**config.mk**
```make
export PLATFORM = sky130hd
export DESIGN_NAME = rle_bitpack_hybrid_decoder_unit
export DESIGN_NICKNAME = d
export VERILOG_FILES = /design/src/rtl/rbhd_pkg.sv /design/src/rtl/rbhd_front.sv /design/src/rtl/rbhd_back.sv /design/src/rtl/rle_bitpack_hybrid_decoder_unit.sv
export SDC_FILE = /design/constraint.sdc
export NUM_CORES = 2
export LEC_CHECK = 0
export ABC_AREA = 1
export BUFFER_PORTS_ARGS = -buffer_cell sky130_fd_sc_hd__buf_2
export CORE_ASPECT_RATIO = 1.75
export CORE_MARGIN = 2
export CORE_UTILIZATION = 54
export DETAILED_ROUTE_END_ITERATION = 7
export PLACE_DENSITY_LB_ADDON = 0.08
export SLEW_MARGIN = 20
export SYNTH_ARGS = -nofsm -noshare
export SYNTH_HDL_FRONTEND = slang
export SYNTH_SLANG_ARGS = --single-unit
export TNS_END_PERCENT = 30
```
**constraint.sdc**
```tcl
create_clock -name clk -period 28.5 [get_ports clk]
set_clock_uncertainty 0.2 [all_clocks]
set_input_delay 0 -clock clk [delete_from_list [all_inputs] [get_ports clk]]
set_output_delay 0 -clock clk [all_outputs]
set_load 0.01 [all_outputs]
```
**src/rtl/rbhd_pkg.sv**
```systemverilog
// Shared types and constants for the RLE / bit-packed hybrid decoder.
// No dependencies.
package rbhd_pkg;

  localparam int MAX_WIDTH = 32;

  localparam logic [1:0] PH_HDR = 2'd0;
  localparam logic [1:0] PH_PK  = 2'd1;
  localparam logic [1:0] PH_RLE = 2'd2;

  localparam logic [2:0] ERR_NONE     = 3'd0;
  localparam logic [2:0] ERR_EMPTY_PK = 3'd1;
  localparam logic [2:0] ERR_EMPTY_RL = 3'd2;
  localparam logic [2:0] ERR_WIDE     = 3'd3;
  localparam logic [2:0] ERR_HDR_LONG = 3'd4;

  localparam logic REG_WIDTH = 1'b0;
  localparam logic REG_COUNT = 1'b1;

  // One queue entry: cnt results unpacked from bits, w bits each, lsb first.
  // fin applies to the last of them.
  typedef struct packed {
    logic [38:0] bits;
    logic [5:0]  w;
    logic [3:0]  cnt;
    logic [30:0] rep;
    logic [2:0]  err;
    logic        fin;
  } desc_t;

endpackage

```
**src/rtl/rbhd_front.sv**
```systemverilog
// Front end: config registers, header / run parsing, one byte per cycle
// unless q_full. Emits up to one rbhd_pkg::desc_t a byte. Uses rbhd_pkg.
module rbhd_front (
  input  logic              clk,
  input  logic              rst_n,
  input  logic              cfg_we,
  input  logic              cfg_idx,
  input  logic [30:0]       cfg_wdata,
  input  logic              in_valid,
  input  logic [7:0]        in_data_byte,
  input  logic              in_end_of_payload,
  input  logic              q_full,
  output logic              push,
  output rbhd_pkg::desc_t   desc
);

  logic [5:0]  vw_r;
  logic [30:0] vc_r;

  logic [1:0]  phase_r, phase_nxt;
  logic [31:0] acc_r, acc_nxt;
  logic [3:0]  hb_r, hb_nxt;
  logic [31:0] pbl_r, pbl_nxt;
  logic [38:0] bbuf_r, bbuf_nxt;
  logic [5:0]  fill_r, fill_nxt;
  logic [31:0] pvl_r, pvl_nxt;
  logic [31:0] rv_r, rv_nxt;
  logic [1:0]  idx_r, idx_nxt;
  logic [30:0] rlen_r, rlen_nxt;
  logic [30:0] emit_r, emit_nxt;
  logic        stop_r, stop_nxt;

  logic        acc_in;
  logic [5:0]  w;
  logic [2:0]  nbytes;
  logic [30:0] room;

  always_ff @(posedge clk) begin
    if (!rst_n) begin
      vw_r <= 6'd1;
      vc_r <= 31'd0;
    end else if (cfg_we) begin
      if (cfg_idx == rbhd_pkg::REG_WIDTH) begin
        vw_r <= cfg_wdata[5:0];
      end else begin
        vc_r <= cfg_wdata;
      end
    end
  end

  assign acc_in = in_valid && !q_full;
  assign w      = (vw_r == 6'd0) ? 6'd1 :
                  (vw_r > 6'(rbhd_pkg::MAX_WIDTH)) ? 6'(rbhd_pkg::MAX_WIDTH) : vw_r;
  assign nbytes = 3'((7'(w) + 7'd7) >> 3);
  assign room   = vc_r - emit_r;

  always_comb begin
    logic [63:0] hsh;
    logic [5:0]  hamt;
    logic [30:0] len;
    logic [33:0] len8;
    logic [36:0] lenw;
    logic [38:0] bx;
    logic [5:0]  fx;
    logic [3:0]  kraw;
    logic [3:0]  k;
    logic [8:0]  kw;
    logic [31:0] rvx;
    logic [30:0] rep;

    phase_nxt = phase_r; acc_nxt = acc_r; hb_nxt = hb_r; pbl_nxt = pbl_r;
    bbuf_nxt = bbuf_r; fill_nxt = fill_r; pvl_nxt = pvl_r; rv_nxt = rv_r;
    idx_nxt = idx_r; rlen_nxt = rlen_r; emit_nxt = emit_r; stop_nxt = stop_r;
    push = 1'b0;
    desc = '0;
    desc.w = 6'(rbhd_pkg::MAX_WIDTH);
    desc.cnt = 4'd1;
    desc.fin = 1'b1;
    hamt = 6'(hb_r[2:0]) * 6'd7;
    hsh  = {57'd0, in_data_byte[6:0]} << hamt;
    len  = 31'd0; len8 = '0; lenw = '0;
    bx   = bbuf_r | ({31'd0, in_data_byte} << fill_r);
    fx   = fill_r + 6'd8;
    kraw = 4'd0; k = 4'd0; kw = 9'd0;
    rvx  = rv_r | ({24'd0, in_data_byte} << {idx_r, 3'b000});
    rep  = 31'd0;

    if (acc_in) begin
      if (stop_r) begin
        // discard until end of payload
      end else if (emit_r >= vc_r) begin
        push = 1'b1;
        stop_nxt = 1'b1;
      end else begin
        case (phase_r)
          rbhd_pkg::PH_HDR: begin
            acc_nxt = acc_r | hsh[31:0];
            hb_nxt  = hb_r + 4'd1;
            if (in_data_byte[7]) begin
              if (hb_nxt >= 4'd5) begin
                push = 1'b1;
                desc.err = rbhd_pkg::ERR_HDR_LONG;
                stop_nxt = 1'b1;
              end
            end else begin
              len = acc_nxt[31:1];
              if (acc_nxt[0]) begin
                if (len == 31'd0) begin
                  push = 1'b1;
                  desc.err = rbhd_pkg::ERR_EMPTY_PK;
                  stop_nxt = 1'b1;
                end else begin
                  len8 = {len, 3'b000};
                  lenw = {6'd0, len} * {31'd0, w};
                  pvl_nxt = (len8[33:32] != 2'd0) ? 32'hFFFF_FFFF : len8[31:0];
                  pbl_nxt = (lenw[36:32] != 5'd0) ? 32'hFFFF_FFFF : lenw[31:0];
                  bbuf_nxt = '0;
                  fill_nxt = '0;
                  phase_nxt = rbhd_pkg::PH_PK;
                end
              end else begin
                if (len == 31'd0) begin
                  push = 1'b1;
                  desc.err = rbhd_pkg::ERR_EMPTY_RL;
                  stop_nxt = 1'b1;
                end else begin
                  rlen_nxt = len;
                  rv_nxt = '0;
                  idx_nxt = '0;
                  phase_nxt = rbhd_pkg::PH_RLE;
                end
              end
              acc_nxt = '0;
              hb_nxt = '0;
            end
          end
          rbhd_pkg::PH_PK: begin
            if (pbl_r != 32'd0) pbl_nxt = pbl_r - 32'd1;
            // whole values held in the buffer: largest j <= 8 with j*w <= fx
            for (int j = 1; j <= 8; j++) begin
              if ({3'd0, fx} >= 9'(j) * {3'd0, w}) kraw = 4'(j);
            end
            k = kraw;
            if (pvl_r < {28'd0, k}) k = pvl_r[3:0];
            if (room < {27'd0, k}) k = room[3:0];
            kw = {5'd0, k} * {3'd0, w};
            bbuf_nxt = bx >> kw;
            fill_nxt = fx - kw[5:0];
            pvl_nxt  = pvl_r - {28'd0, k};
            if (k != 4'd0) begin
              push = 1'b1;
              desc.bits = bx;
              desc.w = w;
              desc.cnt = k;
              desc.rep = 31'd1;
              desc.fin = ({27'd0, k} == room);
              emit_nxt = emit_r + {27'd0, k};
              stop_nxt = desc.fin;
            end
            if (pvl_nxt == 32'd0) begin
              bbuf_nxt = '0;
              fill_nxt = '0;
            end
            if (pbl_nxt == 32'd0) begin
              phase_nxt = rbhd_pkg::PH_HDR;
              bbuf_nxt = '0;
              fill_nxt = '0;
              pvl_nxt = '0;
            end
          end
          rbhd_pkg::PH_RLE: begin
            rv_nxt = rvx;
            if ({1'b0, idx_r} + 3'd1 >= nbytes) begin
              phase_nxt = rbhd_pkg::PH_HDR;
              idx_nxt = '0;
              push = 1'b1;
              if ((rvx >> w) != 32'd0) begin
                desc.err = rbhd_pkg::ERR_WIDE;
                stop_nxt = 1'b1;
              end else begin
                rep = (rlen_r < room) ? rlen_r : room;
                emit_nxt = emit_r + rep;
                desc.bits = {7'd0, rvx};
                desc.rep = rep;
                desc.fin = (rep == room);
                stop_nxt = desc.fin;
              end
            end else begin
              idx_nxt = idx_r + 2'd1;
            end
          end
          default: begin
            phase_nxt = rbhd_pkg::PH_HDR;
          end
        endcase
        if (in_end_of_payload && !stop_nxt) begin
          if (push) begin
            desc.fin = 1'b1;
          end else begin
            push = 1'b1;
            desc = '0;
            desc.w = 6'(rbhd_pkg::MAX_WIDTH);
            desc.cnt = 4'd1;
            desc.fin = 1'b1;
          end
        end
      end
      if (in_end_of_payload) begin
        phase_nxt = rbhd_pkg::PH_HDR; acc_nxt = '0; hb_nxt = '0; pbl_nxt = '0;
        bbuf_nxt = '0; fill_nxt = '0; pvl_nxt = '0; rv_nxt = '0; idx_nxt = '0;
        rlen_nxt = '0; emit_nxt = '0; stop_nxt = 1'b0;
      end
    end
  end

  always_ff @(posedge clk) begin
    if (!rst_n) begin
      phase_r <= rbhd_pkg::PH_HDR;
      acc_r   <= '0;
      hb_r    <= '0;
      pbl_r   <= '0;
      bbuf_r  <= '0;
      fill_r  <= '0;
      pvl_r   <= '0;
      rv_r    <= '0;
      idx_r   <= '0;
      rlen_r  <= '0;
      emit_r  <= '0;
      stop_r  <= 1'b0;
    end else begin
      phase_r <= phase_nxt;
      acc_r   <= acc_nxt;
      hb_r    <= hb_nxt;
      pbl_r   <= pbl_nxt;
      bbuf_r  <= bbuf_nxt;
      fill_r  <= fill_nxt;
      pvl_r   <= pvl_nxt;
      rv_r    <= rv_nxt;
      idx_r   <= idx_nxt;
      rlen_r  <= rlen_nxt;
      emit_r  <= emit_nxt;
      stop_r  <= stop_nxt;
    end
  end

endmodule

```
**src/rtl/rbhd_back.sv**
```systemverilog
// Back end: descriptor queue and result unpacker with output register.
// One result beat per cycle while out_stall is low. Uses rbhd_pkg.
module rbhd_back #(
  parameter int QDEPTH = 4
) (
  input  logic              clk,
  input  logic              rst_n,
  input  logic              push,
  input  rbhd_pkg::desc_t   desc,
  output logic              q_full,
  output logic              out_valid,
  input  logic              out_stall,
  output logic [31:0]       out_value,
  output logic [30:0]       out_repeat_res,
  output logic              out_final_res,
  output logic [2:0]        out_error
);

  localparam int PW = (QDEPTH > 1) ? $clog2(QDEPTH) : 1;

  rbhd_pkg::desc_t q_r [QDEPTH];
  logic [PW-1:0]   wp_r, rp_r;
  logic [PW:0]     cnt_r, cnt_nxt;

  rbhd_pkg::desc_t cur_r, cur_nxt, src;
  logic [3:0]      left_r, left_nxt, src_left;
  logic            have_cur, src_ok, adv, pop;

  logic            ov_r, ov_nxt;
  logic [31:0]     val_r, val_nxt, vmask;
  logic [30:0]     rep_r, rep_nxt;
  logic            fin_r, fin_nxt;
  logic [2:0]      err_r, err_nxt;

  assign q_full   = (cnt_r == (PW+1)'(QDEPTH));
  assign have_cur = (left_r != 4'd0);
  assign src      = have_cur ? cur_r : q_r[rp_r];
  assign src_left = have_cur ? left_r : q_r[rp_r].cnt;
  assign src_ok   = have_cur || (cnt_r != '0);
  assign adv      = !ov_r || !out_stall;
  assign pop      = adv && src_ok && !have_cur;
  assign vmask    = (src.w >= 6'd32) ? 32'hFFFF_FFFF : ((32'd1 << src.w) - 32'd1);

  always_comb begin
    cur_nxt  = cur_r;
    left_nxt = left_r;
    ov_nxt   = ov_r;
    val_nxt  = val_r;
    rep_nxt  = rep_r;
    fin_nxt  = fin_r;
    err_nxt  = err_r;
    if (adv) begin
      ov_nxt = src_ok;
      if (src_ok) begin
        val_nxt  = src.bits[31:0] & vmask;
        rep_nxt  = src.rep;
        err_nxt  = src.err;
        fin_nxt  = src.fin && (src_left == 4'd1);
        cur_nxt  = src;
        cur_nxt.bits = src.bits >> src.w;
        left_nxt = src_left - 4'd1;
      end
    end
    cnt_nxt = cnt_r + (PW+1)'(push) - (PW+1)'(pop);
  end

  always_ff @(posedge clk) begin
    if (push) begin
      q_r[wp_r] <= desc;
    end
  end

  always_ff @(posedge clk) begin
    if (!rst_n) begin
      wp_r   <= '0;
      rp_r   <= '0;
      cnt_r  <= '0;
      left_r <= '0;
      ov_r   <= 1'b0;
    end else begin
      if (push) wp_r <= (wp_r == PW'(QDEPTH - 1)) ? '0 : wp_r + PW'(1);
      if (pop)  rp_r <= (rp_r == PW'(QDEPTH - 1)) ? '0 : rp_r + PW'(1);
      cnt_r  <= cnt_nxt;
      left_r <= left_nxt;
      ov_r   <= ov_nxt;
    end
  end

  always_ff @(posedge clk) begin
    cur_r <= cur_nxt;
    val_r <= val_nxt;
    rep_r <= rep_nxt;
    fin_r <= fin_nxt;
    err_r <= err_nxt;
  end

  assign out_valid      = ov_r;
  assign out_value      = val_r;
  assign out_repeat_res = rep_r;
  assign out_final_res  = fin_r;
  assign out_error      = err_r;

endmodule

```
**src/rtl/rle_bitpack_hybrid_decoder_unit.sv**
```systemverilog
// Top level of the RLE / bit-packed hybrid decoder.
// Instantiates rbhd_front and rbhd_back; uses rbhd_pkg.
//
//   channel | ports                                        | dir
//   in      | in_valid in_stall in_data_byte in_end_of_payload | byte beats in
//   out     | out_valid out_stall out_value out_repeat_res ... | result beats out
//   cfg     | cfg_we cfg_idx cfg_wdata                     | register writes
//
// The front parses one byte per cycle while the queue is not full; the back emits
// one result beat per cycle while out_stall is low. A byte of a packed run gives
// up to 8 results (w=1). Results pass through the queue and then the output register.
// in_stall rises only when the QDEPTH-entry queue is full; rst_n is synchronous.
module rle_bitpack_hybrid_decoder_unit #(
  parameter int QDEPTH = 4
) (
  input  logic        clk,
  input  logic        rst_n,
  input  logic        cfg_we,
  input  logic        cfg_idx,
  input  logic [30:0] cfg_wdata,
  input  logic        in_valid,
  output logic        in_stall,
  input  logic [7:0]  in_data_byte,
  input  logic        in_end_of_payload,
  output logic        out_valid,
  input  logic        out_stall,
  output logic [31:0] out_value,
  output logic [30:0] out_repeat_res,
  output logic        out_final_res,
  output logic [2:0]  out_error
);

  logic            push, q_full;
  rbhd_pkg::desc_t desc;

  rbhd_front u_front (
    .clk              (clk),
    .rst_n            (rst_n),
    .cfg_we           (cfg_we),
    .cfg_idx          (cfg_idx),
    .cfg_wdata        (cfg_wdata),
    .in_valid         (in_valid),
    .in_data_byte     (in_data_byte),
    .in_end_of_payload(in_end_of_payload),
    .q_full           (q_full),
    .push             (push),
    .desc             (desc)
  );

  rbhd_back #(.QDEPTH(QDEPTH)) u_back (
    .clk           (clk),
    .rst_n         (rst_n),
    .push          (push),
    .desc          (desc),
    .q_full        (q_full),
    .out_valid     (out_valid),
    .out_stall     (out_stall),
    .out_value     (out_value),
    .out_repeat_res(out_repeat_res),
    .out_final_res (out_final_res),
    .out_error     (out_error)
  );

  assign in_stall = q_full;

`ifndef SYNTHESIS
  a_no_overflow: assert property (@(posedge clk) disable iff (!rst_n)
    push |-> !q_full) else $error("queue push while full");

  a_err_final: assert property (@(posedge clk) disable iff (!rst_n)
    (out_valid && out_error != rbhd_pkg::ERR_NONE) |-> (out_final_res && out_value == 32'd0))
    else $error("error beat not final or nonzero value");

  a_zero_rep_final: assert property (@(posedge clk) disable iff (!rst_n)
    (out_valid && out_repeat_res == 31'd0) |-> out_final_res)
    else $error("zero repeat on non-final beat");
`endif

endmodule
```
==> flow_metrics.env <==
export IMPL_syn_num_nets=6965
export IMPL_overflow=0
export IMPL_ant_nets=0
export IMPL_hp_start="cfg_wdata[5]"
export IMPL_synth_edf_count=449
export IMPL_design_area_sq_um=55700
export IMPL_cts_made_buffers=74
export IMPL_worstReg2RegStart="u_front.vw_r[0]"
export IMPL_rsz0062_at_grt="false"
export IMPL_p_leak_nw=23.7
export IMPL_dpl_hpwl_mm=120
export IMPL_place_area_sq_um=52100
export IMPL_max_stage_delay_ns=0.60
export IMPL_drc_errors=0
export IMPL_antenna_cells=0
export IMPL_antenna_found_initial=3
export IMPL_cpMostUsedCell="nand2_1"
export IMPL_grt_pass1_vias=46300
export IMPL_slew_violations=0
export IMPL_cellPowerDensity_nw_per_um2=119
export IMPL_yosys_warnings=0
export IMPL_setup_tns_ns=0
export IMPL_finalSetupViolCount=0
export IMPL_syn_inst=6545
export IMPL_gp_congestion=0.986
export IMPL_critPathRequiredTime_ns=28.90
export IMPL_routed_wl_mm=168
export IMPL_fmax_mhz=84.4
export IMPL_drive_above_1_share_pct=7.17
export IMPL_drv_cap=0
export IMPL_io_buffers=114
export IMPL_cts_sinks=744
export IMPL_wl_per_cell_um=21.6
export IMPL_path_max_fanout=73
export IMPL_ys_ff_latch=744
export IMPL_syn2layout_area_growth_pct=8.68
export IMPL_final_nets=6946
export IMPL_hold_path_class="input pin to register"
export IMPL_clockBufferDepth=3
export IMPL_start_util_pct=54.4
export IMPL_yosysSeqAreaShare_pct=37.8
export IMPL_rows=149
export IMPL_die_height_um=411
export IMPL_ys_top_cells_by_area="edfxtp_1 26%, dfxtp_1 12%, nand2_1 8.3%"
export IMPL_grt_pass1_wl_mm=259
export IMPL_synth_most_common_cell="nand2_1"
export IMPL_endpoint_kind="register"
export IMPL_grt_max_degree=95
export IMPL_vdd_ir_drop_max_mv=0.0743
export IMPL_max_slew_margin_rel_pct=26.7
export IMPL_cts_max_level=3
export IMPL_grt_total_usage_pct=34.2
export IMPL_status="finished clean"
export IMPL_synthDistinctLibCells=82
export IMPL_syn_area_per_cell_sq_um=7.83
export IMPL_startpoint_type="register"
export IMPL_cp_startpoint="u_front.vw_r[0]"
export IMPL_cts_tree="done"
export IMPL_boundaryPins=115
export IMPL_critPathSlowestCell="nor2_4"
export IMPL_insertion_delay_ns=0.69
export IMPL_synthArstFlopShare_pct=0
export IMPL_first_pass_iters=8
export IMPL_syn_area_sq_um=51200
export IMPL_vias_per_cell=5.98
export IMPL_ys_top_cells_by_count="1,130 x nand2_1, 729 x nor2_1, 715 x inv_1, 686 x o21ai_0, 454 x a21oi_1"
export IMPL_die_area_sq_um=97400
export IMPL_clk_pin_slew_worst_paths_ns=0.06
export IMPL_dr_total_vias=46600
export IMPL_period_share_pct=41.6
export IMPL_synth_top_area_cell="edfxtp_1"
export IMPL_fp_coreArea_sq_um=94100
export IMPL_worst_pin_slew_ns=1.10
export IMPL_drtIter0Drc=4162
export IMPL_ys_flop_type="edfxtp_1"
export IMPL_hold_viol=0
export IMPL_cts_root_buf="clkbuf_16"
export IMPL_die_w_um=237
export IMPL_synth_top_cell_area_share_pct=26.3
export IMPL_period_minus_slack_ns=11.84
export IMPL_criticalPathCategory="register to register"
export IMPL_worstPathArrival_ns=12.24
export IMPL_cts_setup_buffers=0
-- final timing paths --
check	endpoint	slack (ns)	cells after the start
worst max-delay path	u_front.bbuf_r[3]	16.66	57
worst min-delay path	u_front.vw_r[5]	0.12	4
worst max register to register	u_front.bbuf_r[3]	16.66	57
worst min register to register	u_front.rv_r[7]	0.25	2
-- flip-flops by register name, indices dropped and copies added (netlist names), 2 cells and up, named ones only --
name,count
u_back.left_r,4
u_back.out_value,32
u_front.hb_r,4
u_front.vc_r,31
u_back.rp_r,2
u_front.rv_r,32
u_back.cnt_r,3
u_front.vw_r,6
u_front.fill_r,6
u_front.idx_r,2
u_front.emit_r,31
u_front.phase_r,2
u_front.acc_r,32
u_front.rlen_r,31
u_front.pvl_r,32
u_back.cur_r,80
u_front.pbl_r,32
u_front.bbuf_r,39
u_back.wp_r,2
u_back.q_r,336
-- placed cells by master (no fill, tap or decap), types with 90 or more instances in the layout --
cell type      netlist  routed
nand3_1            374     372
buf_2               26     113
dfxtp_1            295     292
edfxtp_1           449     449
inv_1              715     711
nand4_1            127     127
a21oi_1            454     454
o22ai_1             99      99
nand2_1           1130    1129
o21ai_0            686     683
ha_1               237     236
fa_1               137     136
nor2_1             729     715
xor2_1              92      90
dlygate4sd3_1        0     104
-- layout make-up --
class                      instances  area (sq um)
timing repair buffer             293          2180
fill                            8676         38500
clock inverter                    38           487
clock buffer                      97          2020
tap                             1208          1510
multi-input combinational       4662         27300
sequential                       744         19400
inverter                         751          2820
-- what timing repair did --
action,in CTS,in global routing
gates resized for setup,0,0
hold buffers,104,0
endpoints found under the hold margin,175,0
-- per-stage QoR --
stage	hold WS (ns)	std cells	total power [mW]	setup slack, ns	utilization (%)
floorplan	-0.0737	6545	4.42	17.47	-
global placement	0.0475	7554	5.49	17.03	55.4
detailed placement	0.0621	7554	5.51	16.78	55.4
CTS	0.0809	7793	6.56	16.75	59.1
global route	0.138	7793	7.08	15.69	59.1
finish	0.115	7793	6.61	16.66	59.1
-- report_power, final --
part           total, mW  switching [mW]  leakage, nW  internal [mW]
Clock               1.03           0.457         1.21          0.572
Combinational       4.01            2.83         15.8           1.18
Sequential          1.57           0.117         6.77           1.46
Total               6.61            3.40         23.7           3.21
-- kinds of logic after synthesis --
family	share of synthesized area, %
DFF	37.8
AOI/OAI and AO/OA	17.3
adders and majority gates	11.1
buffers and inverters	9.24
xor gates and xnor gates	2.55
muxes	0.254
and+or+nand+nor	21.7
-- metal layers --
metal / up-vias / track usage (%) / routed length [um]
li1: 22100 / - / -
met1: 22200 / 37.3 / 61500
met2: 1693 / 61.1 / 83900
met3: 585 / 4.25 / 9120
met4: 2 / 25.1 / 13600
met5: - / 0 / 16
-- critical path, delay by kind of cell, from the launching register on --
family / cells / cell delay, ns
simple gates: 27 / 3.83
fa+ha+maj: 9 / 3.63
compound gates: 11 / 1.94
buf+inv: 9 / 1.59
flops: 1 / 0.33
xor+xnor: 1 / 0.18
Note: power is estimated with default switching activity, not from simulation.
